## config.mk

```make
export PLATFORM = sky130hd
export DESIGN_NAME = lossless_pixel_huffman_packer
export DESIGN_NICKNAME = d
export VERILOG_FILES = /design/src/hw/rtl/lphp_pkg.sv /design/src/hw/rtl/lphp_lane.sv /design/src/hw/rtl/lphp_merge.sv /design/src/hw/rtl/lphp_serializer.sv /design/src/hw/rtl/lossless_pixel_huffman_packer.sv
export SDC_FILE = /design/constraint.sdc
export NUM_CORES = 1
export LEC_CHECK = 0
export ABC_AREA = 0
export BUFFER_PORTS_ARGS = -buffer_cell sky130_fd_sc_hd__buf_2
export CAP_MARGIN = 20
export CORE_MARGIN = 3
export CORE_UTILIZATION = 40
export CTS_CLUSTER_DIAMETER = 150
export DETAILED_ROUTE_END_ITERATION = 6
export PLACE_DENSITY = 0.58
export SYNTH_ARGS = -nofsm -noshare
export SYNTH_HDL_FRONTEND = slang
export SYNTH_SLANG_ARGS = --single-unit
```

## constraint.sdc

```tcl
create_clock -name clk -period 8.9 [get_ports clk]
set_clock_uncertainty 0.2 [all_clocks]
set_input_delay 0 -clock clk [delete_from_list [all_inputs] [get_ports clk]]
set_output_delay 0 -clock clk [all_outputs]
set_load 0.005 [all_outputs]
```

## src/hw/rtl/lphp_pkg.sv

```systemverilog
// Shared types, constants and bit helpers for the lossless pixel Huffman packer.
// Used by every module under hw/rtl; depends on nothing else.
package lphp_pkg;

	localparam int unsigned CHAN_W   = 8;
	localparam int unsigned CODE_W   = 9;
	localparam int unsigned PEND_W   = 7;
	localparam int unsigned PCNT_W   = 3;
	localparam int unsigned WORD_W   = 40;
	localparam int unsigned PIX_W    = 33;
	localparam int unsigned NBYTE_W  = 3;
	localparam int unsigned APB_AW   = 3;
	localparam int unsigned APB_DW   = 32;

	localparam logic [CHAN_W-1:0] GREEN_SPLIT = 8'd232;

	localparam logic [PEND_W-1:0] START_BITS_RST  = 7'd0;
	localparam logic [PCNT_W-1:0] START_COUNT_RST = 3'd3;

	// Register index, taken from paddr[2].
	localparam logic REG_START_BITS  = 1'b0;
	localparam logic REG_START_COUNT = 1'b1;

	typedef struct packed {
		logic [CODE_W-1:0] code;
		logic              long_code;
	} lane_code_t;

	typedef struct packed {
		logic [PEND_W-1:0] bits;
		logic [PCNT_W-1:0] count;
	} start_cfg_t;

	typedef struct packed {
		logic       en;
		start_cfg_t cfg;
	} cfg_load_t;

	typedef struct packed {
		logic [WORD_W-1:0]  word;
		logic [NBYTE_W-1:0] nbytes;
		logic               last;
	} job_t;

	function automatic logic [CHAN_W-1:0] rev8(input logic [CHAN_W-1:0] v);
		logic [CHAN_W-1:0] r;
		for (int i = 0; i < CHAN_W; i++) begin
			r[i] = v[CHAN_W-1-i];
		end
		return r;
	endfunction

	function automatic logic [CODE_W-1:0] rev9(input logic [CODE_W-1:0] v);
		logic [CODE_W-1:0] r;
		for (int i = 0; i < CODE_W; i++) begin
			r[i] = v[CODE_W-1-i];
		end
		return r;
	endfunction

	// Keeps only the lowest count bits.
	function automatic logic [PEND_W-1:0] mask_bits(input logic [PEND_W-1:0] bits,
			input logic [PCNT_W-1:0] count);
		logic [PEND_W-1:0] m;
		for (int i = 0; i < PEND_W; i++) begin
			m[i] = (PCNT_W'(i) < count);
		end
		return bits & m;
	endfunction

endpackage

```

## src/hw/rtl/lphp_lane.sv

```systemverilog
// One coding lane: turns a channel value into its fixed canonical code.
// Depends on lphp_pkg.
module lphp_lane (
	input  logic [lphp_pkg::CHAN_W-1:0] value,
	input  logic                        wide_en,
	output lphp_pkg::lane_code_t        code
);

	logic                        use_long;
	logic [lphp_pkg::CODE_W-1:0] sum;

	always_comb begin
		use_long = wide_en && (value >= lphp_pkg::GREEN_SPLIT);
		sum      = lphp_pkg::CODE_W'(value) + lphp_pkg::CODE_W'(lphp_pkg::GREEN_SPLIT);
		code.long_code = use_long;
		if (use_long) begin
			code.code = lphp_pkg::rev9(sum);
		end else begin
			code.code = lphp_pkg::CODE_W'(lphp_pkg::rev8(value));
		end
	end

endmodule

```

## src/hw/rtl/lphp_merge.sv

```systemverilog
// Merging stage: joins the four lane codes behind the pending bits, counts the
// bytes of the pixel and keeps the pending state. Depends on lphp_pkg.
module lphp_merge (
	input  logic                 clk,
	input  logic                 arst_n,
	input  logic                 accept,
	input  logic                 last_pixel,
	input  lphp_pkg::lane_code_t green_code,
	input  lphp_pkg::lane_code_t red_code,
	input  lphp_pkg::lane_code_t blue_code,
	input  lphp_pkg::lane_code_t alpha_code,
	input  lphp_pkg::start_cfg_t start_cfg,
	input  lphp_pkg::cfg_load_t  cfg_load,
	output lphp_pkg::job_t       job
);

	logic [lphp_pkg::PEND_W-1:0]  pend_bits_q;
	logic [lphp_pkg::PCNT_W-1:0]  pend_count_q;
	logic [23:0]                  tail;
	logic [lphp_pkg::PIX_W-1:0]   pix;
	logic [5:0]                   total;
	logic [lphp_pkg::NBYTE_W-1:0] nfull;
	logic [lphp_pkg::PCNT_W-1:0]  rem;
	logic [lphp_pkg::PEND_W-1:0]  next_bits;

	always_comb begin
		tail  = {alpha_code.code[7:0], blue_code.code[7:0], red_code.code[7:0]};
		pix   = (lphp_pkg::PIX_W'(tail) << (green_code.long_code ? 4'd9 : 4'd8))
			| lphp_pkg::PIX_W'(green_code.code);
		total = 6'(pend_count_q) + (green_code.long_code ? 6'd33 : 6'd32);
		nfull = total[5:3];
		rem   = total[2:0];
		job.word   = lphp_pkg::WORD_W'(pend_bits_q)
			| (lphp_pkg::WORD_W'(pix) << pend_count_q);
		job.nbytes = nfull + lphp_pkg::NBYTE_W'(last_pixel && (rem != '0));
		job.last   = last_pixel;
		// With five full bytes the pixel used every bit and nothing stays pending.
		next_bits  = (nfull == 3'd4) ? job.word[38:32] : '0;
	end

	always_ff @(posedge clk or negedge arst_n) begin
		if (!arst_n) begin
			pend_bits_q  <= lphp_pkg::START_BITS_RST;
			pend_count_q <= lphp_pkg::START_COUNT_RST;
		end else if (cfg_load.en) begin
			pend_bits_q  <= lphp_pkg::mask_bits(cfg_load.cfg.bits, cfg_load.cfg.count);
			pend_count_q <= cfg_load.cfg.count;
		end else if (accept) begin
			if (last_pixel) begin
				pend_bits_q  <= lphp_pkg::mask_bits(start_cfg.bits, start_cfg.count);
				pend_count_q <= start_cfg.count;
			end else begin
				pend_bits_q  <= next_bits;
				pend_count_q <= rem;
			end
		end
	end

endmodule

```

## src/hw/rtl/lphp_serializer.sv

```systemverilog
// Byte serialiser: a holding slot, the pixel word being emitted and the output
// register that presents one byte per item. Depends on lphp_pkg.
module lphp_serializer (
	input  logic                 clk,
	input  logic                 arst_n,
	input  logic                 accept,
	input  lphp_pkg::job_t       job,
	output logic                 slot_full,
	output logic                 byte_valid,
	input  logic                 byte_stall,
	output logic [7:0]           out_byte,
	output logic                 run_end,
	output logic                 stream_end
);

	logic                         slot_valid_q;
	lphp_pkg::job_t               slot_q;
	logic [lphp_pkg::WORD_W-1:0]  word_q;
	logic [lphp_pkg::NBYTE_W-1:0] left_q;
	logic                         last_q;
	logic                         byte_valid_q;
	logic [7:0]                   out_byte_q;
	logic                         run_end_q;
	logic                         stream_end_q;
	logic                         out_free;
	logic                         emit;
	logic                         move;

	always_comb begin
		out_free = !byte_valid_q || !byte_stall;
		emit     = out_free && (left_q != '0);
		move     = slot_valid_q && ((left_q == '0) || (emit && (left_q == 3'd1)));
	end

	always_ff @(posedge clk or negedge arst_n) begin
		if (!arst_n) begin
			slot_valid_q <= 1'b0;
			left_q       <= '0;
			byte_valid_q <= 1'b0;
		end else begin
			if (accept) begin
				slot_valid_q <= 1'b1;
			end else if (move) begin
				slot_valid_q <= 1'b0;
			end
			if (move) begin
				left_q <= slot_q.nbytes;
			end else if (emit) begin
				left_q <= left_q - 3'd1;
			end
			if (emit) begin
				byte_valid_q <= 1'b1;
			end else if (out_free) begin
				byte_valid_q <= 1'b0;
			end
		end
	end

	always_ff @(posedge clk) begin
		if (accept) begin
			slot_q <= job;
		end
		if (move) begin
			word_q <= slot_q.word;
			last_q <= slot_q.last;
		end else if (emit) begin
			word_q <= word_q >> 8;
		end
		if (emit) begin
			out_byte_q   <= word_q[7:0];
			run_end_q    <= (left_q == 3'd1);
			stream_end_q <= (left_q == 3'd1) && last_q;
		end
	end

	assign slot_full  = slot_valid_q;
	assign byte_valid = byte_valid_q;
	assign out_byte   = out_byte_q;
	assign run_end    = run_end_q;
	assign stream_end = stream_end_q;

endmodule

```

## src/hw/rtl/lossless_pixel_huffman_packer.sv

```systemverilog
// Lossless pixel Huffman packer: four coding lanes, a merging stage and a byte serialiser.
// Path: with the serialiser idle, an accepted pixel goes from the holding slot to the word
// register, and its first byte is then registered in the output register and presented.
// Throughput: one byte per cycle while byte_stall is low; a pixel gives 4 or 5 bytes. The
// one-byte output register sets this, and a new pixel is taken whenever the slot is free.
// Reset: start_bits clears, start_count becomes 3, and three zero bits are pending.
// Depends on lphp_pkg, lphp_lane, lphp_merge and lphp_serializer.
module lossless_pixel_huffman_packer (
	input  logic                          clk,
	input  logic                          arst_n,
	input  logic                          pix_valid,
	output logic                          pix_stall,
	input  logic [lphp_pkg::CHAN_W-1:0]   red,
	input  logic [lphp_pkg::CHAN_W-1:0]   green,
	input  logic [lphp_pkg::CHAN_W-1:0]   blue,
	input  logic [lphp_pkg::CHAN_W-1:0]   alpha,
	input  logic                          last_pixel,
	output logic                          byte_valid,
	input  logic                          byte_stall,
	output logic [7:0]                    out_byte,
	output logic                          run_end,
	output logic                          stream_end,
	input  logic                          psel,
	input  logic                          penable,
	input  logic                          pwrite,
	input  logic [lphp_pkg::APB_AW-1:0]   paddr,
	input  logic [lphp_pkg::APB_DW-1:0]   pwdata,
	output logic [lphp_pkg::APB_DW-1:0]   prdata,
	output logic                          pready
);

	lphp_pkg::start_cfg_t start_cfg_q;
	lphp_pkg::cfg_load_t  cfg_load;
	lphp_pkg::lane_code_t green_code;
	lphp_pkg::lane_code_t red_code;
	lphp_pkg::lane_code_t blue_code;
	lphp_pkg::lane_code_t alpha_code;
	lphp_pkg::job_t       job;
	logic                 slot_full;
	logic                 accept;
	logic                 wr_en;

	assign pready    = 1'b1;
	assign wr_en     = psel && penable && pwrite;
	assign pix_stall = slot_full;
	assign accept    = pix_valid && !slot_full;

	// A write reloads the pending state with the register values it leaves behind.
	always_comb begin
		cfg_load.en  = wr_en;
		cfg_load.cfg = start_cfg_q;
		if (wr_en) begin
			unique case (paddr[2])
				lphp_pkg::REG_START_BITS:  cfg_load.cfg.bits  = pwdata[lphp_pkg::PEND_W-1:0];
				lphp_pkg::REG_START_COUNT: cfg_load.cfg.count = pwdata[lphp_pkg::PCNT_W-1:0];
				default: cfg_load.cfg = start_cfg_q;
			endcase
		end
	end

	always_ff @(posedge clk or negedge arst_n) begin
		if (!arst_n) begin
			start_cfg_q.bits  <= lphp_pkg::START_BITS_RST;
			start_cfg_q.count <= lphp_pkg::START_COUNT_RST;
		end else if (wr_en) begin
			start_cfg_q <= cfg_load.cfg;
		end
	end

	always_comb begin
		unique case (paddr[2])
			lphp_pkg::REG_START_BITS:  prdata = lphp_pkg::APB_DW'(start_cfg_q.bits);
			lphp_pkg::REG_START_COUNT: prdata = lphp_pkg::APB_DW'(start_cfg_q.count);
			default: prdata = '0;
		endcase
	end

	lphp_lane u_lane_green (.value(green), .wide_en(1'b1), .code(green_code));
	lphp_lane u_lane_red   (.value(red),   .wide_en(1'b0), .code(red_code));
	lphp_lane u_lane_blue  (.value(blue),  .wide_en(1'b0), .code(blue_code));
	lphp_lane u_lane_alpha (.value(alpha), .wide_en(1'b0), .code(alpha_code));

	lphp_merge u_merge (
		.clk        (clk),
		.arst_n     (arst_n),
		.accept     (accept),
		.last_pixel (last_pixel),
		.green_code (green_code),
		.red_code   (red_code),
		.blue_code  (blue_code),
		.alpha_code (alpha_code),
		.start_cfg  (start_cfg_q),
		.cfg_load   (cfg_load),
		.job        (job)
	);

	lphp_serializer u_serializer (
		.clk        (clk),
		.arst_n     (arst_n),
		.accept     (accept),
		.job        (job),
		.slot_full  (slot_full),
		.byte_valid (byte_valid),
		.byte_stall (byte_stall),
		.out_byte   (out_byte),
		.run_end    (run_end),
		.stream_end (stream_end)
	);

endmodule
```

Yosys cells after proc, flatten, opt, wreduce, memory -nomap -nowiden
Cells that the tools add are included.

Reductions and logical operators: 20. Mux-type cells: 22. Add/subtract/negate cells: 4. Multiply operators: 0. Bitwise logic cells: 5. Magnitude comparators: 15. Divide/modulo/power cells: 0. Eq/ne operators: 2. Shift operators: 2.

Operators by type and width (number): $mux W40 (2); $pmux W32 S2 (1); $or A7 B40 Y40 (1); $shl A33 B3 Y40 (1); $mux W7 (5); $or A33 B9 Y33 (1); $shl A24 B4 Y33 (1); $lt A3 B3 Y1 const A (6); $mux W3 (6); $and A7 B7 Y7 (2); $lt A1 B3 Y1 const A (4); $lt A2 B3 Y1 const A (4); $mux W10 (1); $add A8 B8 Y9 const B (1); $mux W9 (1); $ge A8 B8 Y1 const B (1); $logic_and A1 B1 Y1 (8); $reduce_bool A2 Y1 (4); $add A3 B6 Y6 (1); $mux W1 (6); $reduce_bool A3 Y1 (2); $add A3 B1 Y3 (1); $eq A3 B1 Y1 const B (1); $eq A3 B3 Y1 const B (1); other kinds (5) (8).

Bits in latches: 0. Register bits after elaboration: 120. Logic and storage cells: 85. Memories kept: 0. Bits in writable memories: 0. Output and inout bits: 45. Memory bits (read-only): 0.

Depth between registers and ports, before layout
Depth after elaboration: 10. Mapped depth: 10. Mapped depth without buffers: 8.

By module
Synthesis repeated with hierarchy kept, for this count alone.

Cell total of the unflattened synthesis: 615. Area total of the unflattened synthesis: 7516.0 µm².

By module, submodules not included: lphp_serializer (cells each 176, times used 1, area each 3748.6 µm², sequential area each 2977.9 µm²); lphp_merge (cells each 308, times used 1, area each 2424.8 µm², sequential area each 252.7 µm²); lossless_pixel_huffman_packer (cells each 71, times used 1, area each 842.1 µm², sequential area each 252.7 µm²); lphp_lane (cells each 15, times used 4, area each 125.1 µm², sequential area each 0.0 µm²).

Worst setup path before layout
No wires, ideal clock.

Path kind: register to register. Start point: register u_serializer.slot_valid_q, in the netlist u_serializer.slot_full. End point: register u_merge.pend_count_q[2] (netlist name). Cell stages (with the launch flop): 6. Arrival: 2.558 ns. Slack: 6.065 ns. Cell sequence: dfrtp_1 > nand2b_1 > inv_1 > buf_1 > a221oi_1 > nor2_1.

Cells in the longest elaborated chain, start to end: 3.

Ends and longest elaborated chain: from (decl) (line lphp_serializer.sv:16) `logic slot_valid_q;`; from (signal assigned) (line lphp_serializer.sv:37) `slot_valid_q <= 1'b0;`; from (signal assigned) (line lphp_serializer.sv:42) `slot_valid_q <= 1'b1;`; from (signal assigned) (line lphp_serializer.sv:44) `slot_valid_q <= 1'b0;`; $logic_not A1 Y1 (line lossless_pixel_huffman_packer.sv:46) `assign accept = pix_valid && !slot_full;`; $logic_and A1 B1 Y1 (line lossless_pixel_huffman_packer.sv:46); net accept (line lossless_pixel_huffman_packer.sv:40) `logic accept;`; $reduce_bool A2 Y1 (no source line); to (signal assigned) (line lphp_merge.sv:47) `pend_count_q <= cfg_load.cfg.count;`; to (signal assigned) (line lphp_merge.sv:51) `pend_count_q <= start_cfg.count;`; to (signal assigned) (line lphp_merge.sv:54) `pend_count_q <= rem;`; to (decl) (line lphp_merge.sv:18) `logic [lphp_pkg::PCNT_W-1:0] pend_count_q;`.

The timed path passes the listed nets, and every way through them passes these cells. A chain may end at the register's enable or synchronous reset.

==> results by group <==
Status
  • Run status: completed

Synthesis
  • Top cells by area, synth: edfxtp_1 (42%), mux2i_1 (10%), dfrtp_1 (7.8%)
  • Avg Inst Size Synth: 10.6 um2
  • Post-synthesis register bit count: 119
  • Prevailing post-synth register cell: edfxtp_1
  • Cells after synthesis: 636
  • YS warnings: 0
  • Top-area cell type share of the netlist area: 41.9%
  • Dominant cell type by area after synthesis: edfxtp_1
  • Cell area after synthesis: 0.00674 mm2
  • Seq/Total Area, Yosys: 51.2%
  • Post-synth cell types: 56
  • Post-synth EDFFs: 94
  • FFs w/ async S/R, synth: 21.0%

Critical path
  • Max stage delay cell, worst path: dfstp_2
  • Startpoint Class: flip-flop
  • Slowest stage delay, CP: 1230 ps
  • Cell Chain, Critical Path: nand2b_1 > a221oi_1 > a21oi_1 > mux2i_1 > a221o_1
  • Crit path max fanout: 48
  • CP Class: reg -> reg
  • CP required: 8840 ps
  • WP data arrival: 2940 ps
  • Worst Setup End Kind: flip-flop

Clock tree
  • Clock Path Buffers: 2
  • Clock transition at path regs: 50 ps
  • Num CTS Buffers: 17
  • CTS tree: yes
  • CTS root buf: clkbuf_16
  • PostCTS Resize Cnt: 0
  • Latest clock arrival within the worst-skew pair: 400 ps
  • CTS sink cnt: 119
  • H-tree depth: 4

Drt
  • Drc violations: 0
  • Vias/cell: 5.53
  • DRT Wirelength: 15,600 um
  • ANT nets after route: 0
  • Pre-antenna DRT Iters: 6
  • Via count: 5,152
  • Routed WL per cell: 16.7 um
  • First DRT Iteration DRCs: 536

Global routing
  • GRT Total Usage: 17.2%
  • Largest net degree at the start of global routing: 60
  • Vias in the first global route: 4,788
  • Grt met3 use: 3.07%
  • First-pass GRT wire length: 24,900 um
  • GRT met2 Usage: 26.7%
  • Met1 Usage GRT: 24.0%
  • Most used routing layer: met2
  • Initial antenna violation count: 0
  • Gr ovfl total: 0

Die
  • # rows: 46
  • IO Count: 120
  • Starting Density: 41.7%
  • Total die area: 0.0185 mm2
  • DIE WIDTH: 136 um
  • Die Y-Extent: 136 um
  • Core ar.: 0.0162 mm2

Worst hold path
  • Hold WC Path Type: in -> reg

Layout
  • Fill cells: 1,455
  • Share of cells above drive strength 1: 18.3%
  • # diodes: 0
  • Area delta synth->final: 18.0%
  • NumNets Final: 787

STA
  • Slew headroom: 26.6%
  • Setup TNS: 0 ps
  • Clock period minus worst slack: 3000 ps
  • FMAX: 333 MHz
  • Final Slew Violations: 0
  • Period utilization: 33.7%
  • Final setup viols: 0
  • Final Worst Setup Slack: 5900 ps
  • Hold Violations, Final: 0
  • Measured slew at the worst slew-check pin: 1100 ps
  • RSZ-0062 raised after global routing: no

Power
  • Leak: 3.45 nW
  • Pwr Total: 2.58 mW
  • Worst IR drop on VDD: 0.000178 V
  • PD cells: 324 mW/mm2

Placement
  • Final HPWL DP: 10,700 um
  • PortBufs: 66
  • GPL Wtd Cong: 0.868
  • Dpl ws: 5920 ps

Job
  • Max-cap viol count: 0
## area by class of cell
class | instances | area [um2] | share of cell area (%)
clock buffer | 18 | 429 | 5.39
clock inverter | 12 | 184 | 2.31
inverter | 14 | 52.6 | 0.660
multi-input combinational | 461 | 2970 | 37.3
sequential | 119 | 3450 | 43.4
tap | 216 | 270 | 3.40
timing repair buffer | 92 | 601 | 7.55
## layout by cell type, fill, tap and decap left out, types with 5 or more instances in the layout
cell type	Yosys	layout
o211ai_1	6	6
a211oi_1	5	5
conb_1	2	26
and2_1	11	11
edfxtp_1	94	94
nor2_1	23	23
dlygate4sd3_1	0	20
nor2b_1	12	12
inv_1	11	10
o21ai_0	20	20
nand2_1	128	128
ha_1	7	7
o22ai_1	5	5
dfrtp_1	21	21
buf_2	6	66
nand3_1	12	12
bufinv_16	0	5
mux2i_1	68	68
nor3_1	10	10
a21o_1	6	6
nand2b_1	6	6
o221ai_1	6	6
a22oi_1	22	22
a221oi_1	5	5
mux2_2	17	17
a21oi_1	20	20
clkbuf_16	0	17
o311ai_0	5	5
## cells in the mapped netlist (all sizes together), types with 4 or more instances
cell type	count
nor2b	12
a22oi	22
nand2b	6
edfxtp	94
o2111ai	4
o311ai	6
mux2i	68
dfstp	4
a221oi	5
and3	4
o221ai	7
o22ai	5
o21ai	22
nand3	12
mux2	19
nor2	23
nand2	128
and2	11
inv	14
a21o	6
o211ai	6
nor3	10
a31oi	4
a211oi	5
a21oi	20
ha	7
buf	39
dfrtp	21
clkbuf	27
## power by group
group | internal, mW | switching (mW)
Sequential | 0.871 | 0.120
Clock | 0.488 | 0.226
Combinational | 0.341 | 0.531
Total | 1.70 | 0.877
## worst max-delay path, delay by kind of cell, from the launching register on
| kind | cells | cell delay (ps) |
|---|---|---|
| AOI/OAI and AO/OA | 3 | 880 |
| DFF | 1 | 1230 |
| muxes | 1 | 180 |
| and+or+nand+nor | 1 | 230 |
## routing by layer
| layer | part of all wire (%) | routed length, um |
|---|---|---|
| met1 | 45 | 7020 |
| met2 | 47 | 7340 |
| met3 | 6.4 | 1010 |
| met4 | 1.6 | 243 |
| met5 | 0 | 0 |
## state kept, by name, indices dropped and copies added (netlist names)
register,cells
u_serializer.slot_full,1
u_serializer.run_end,1
u_serializer.last_q,1
u_serializer.stream_end,1
u_merge.pend_bits_q,7
u_serializer.byte_valid,1
u_serializer.out_byte,8
start_cfg_q,10
u_merge.pend_count_q,3
u_serializer.left_q,3
u_serializer.slot_q,43
u_serializer.word_q,40
## path summary, 6_finish.rpt
check	startpoint	to	slack, ps	cells past startpoint
worst min register to register	u_serializer.word_q[2]	u_serializer.out_byte[2]	210	0
worst max-delay path	u_merge.pend_count_q[0]	u_serializer.slot_q[9]	5900	5
worst min-delay path	pwrite	u_merge.pend_count_q[1]	30	3
max in group asynchronous	arst_n	u_serializer.left_q[2]	7860	4
min in group asynchronous	arst_n	start_cfg_q[0]	480	3
worst max register to register	u_merge.pend_count_q[0]	u_serializer.slot_q[9]	5900	5
## stage by stage
stage                     hold slack (ps)  std cells  cell area (um2)  util (%)
after CTS                            11.5        931             7940      49.1
after global routing                 54.0        932             7960      49.2
after global placement               -171        880             7100      43.9
final                                33.0        932             7960      49.2
after detailed placement             -150        880             7100      43.9
after floorplan                      -496        660             6830         -
## cell families (layout without fill, tap and decap cells)
group	after synthesis	after routing	share of synthesized area (%)
other	2	26	0.111
adders and majority gates	7	7	1.30
xor gates and xnor gates	1	1	0.130
AOI/OAI and AO/OA	127	127	13.1
DFF	119	119	51.2
muxes	89	89	14.0
and+or+nand+nor	211	211	13.6
buffers and inverters	80	136	6.46
## timing repair
item,CTS,global route
hold endpoints to repair,62,0
hold buffers,21,0
buffers inserted,0,0
Power figures use the tool's default switching activity.
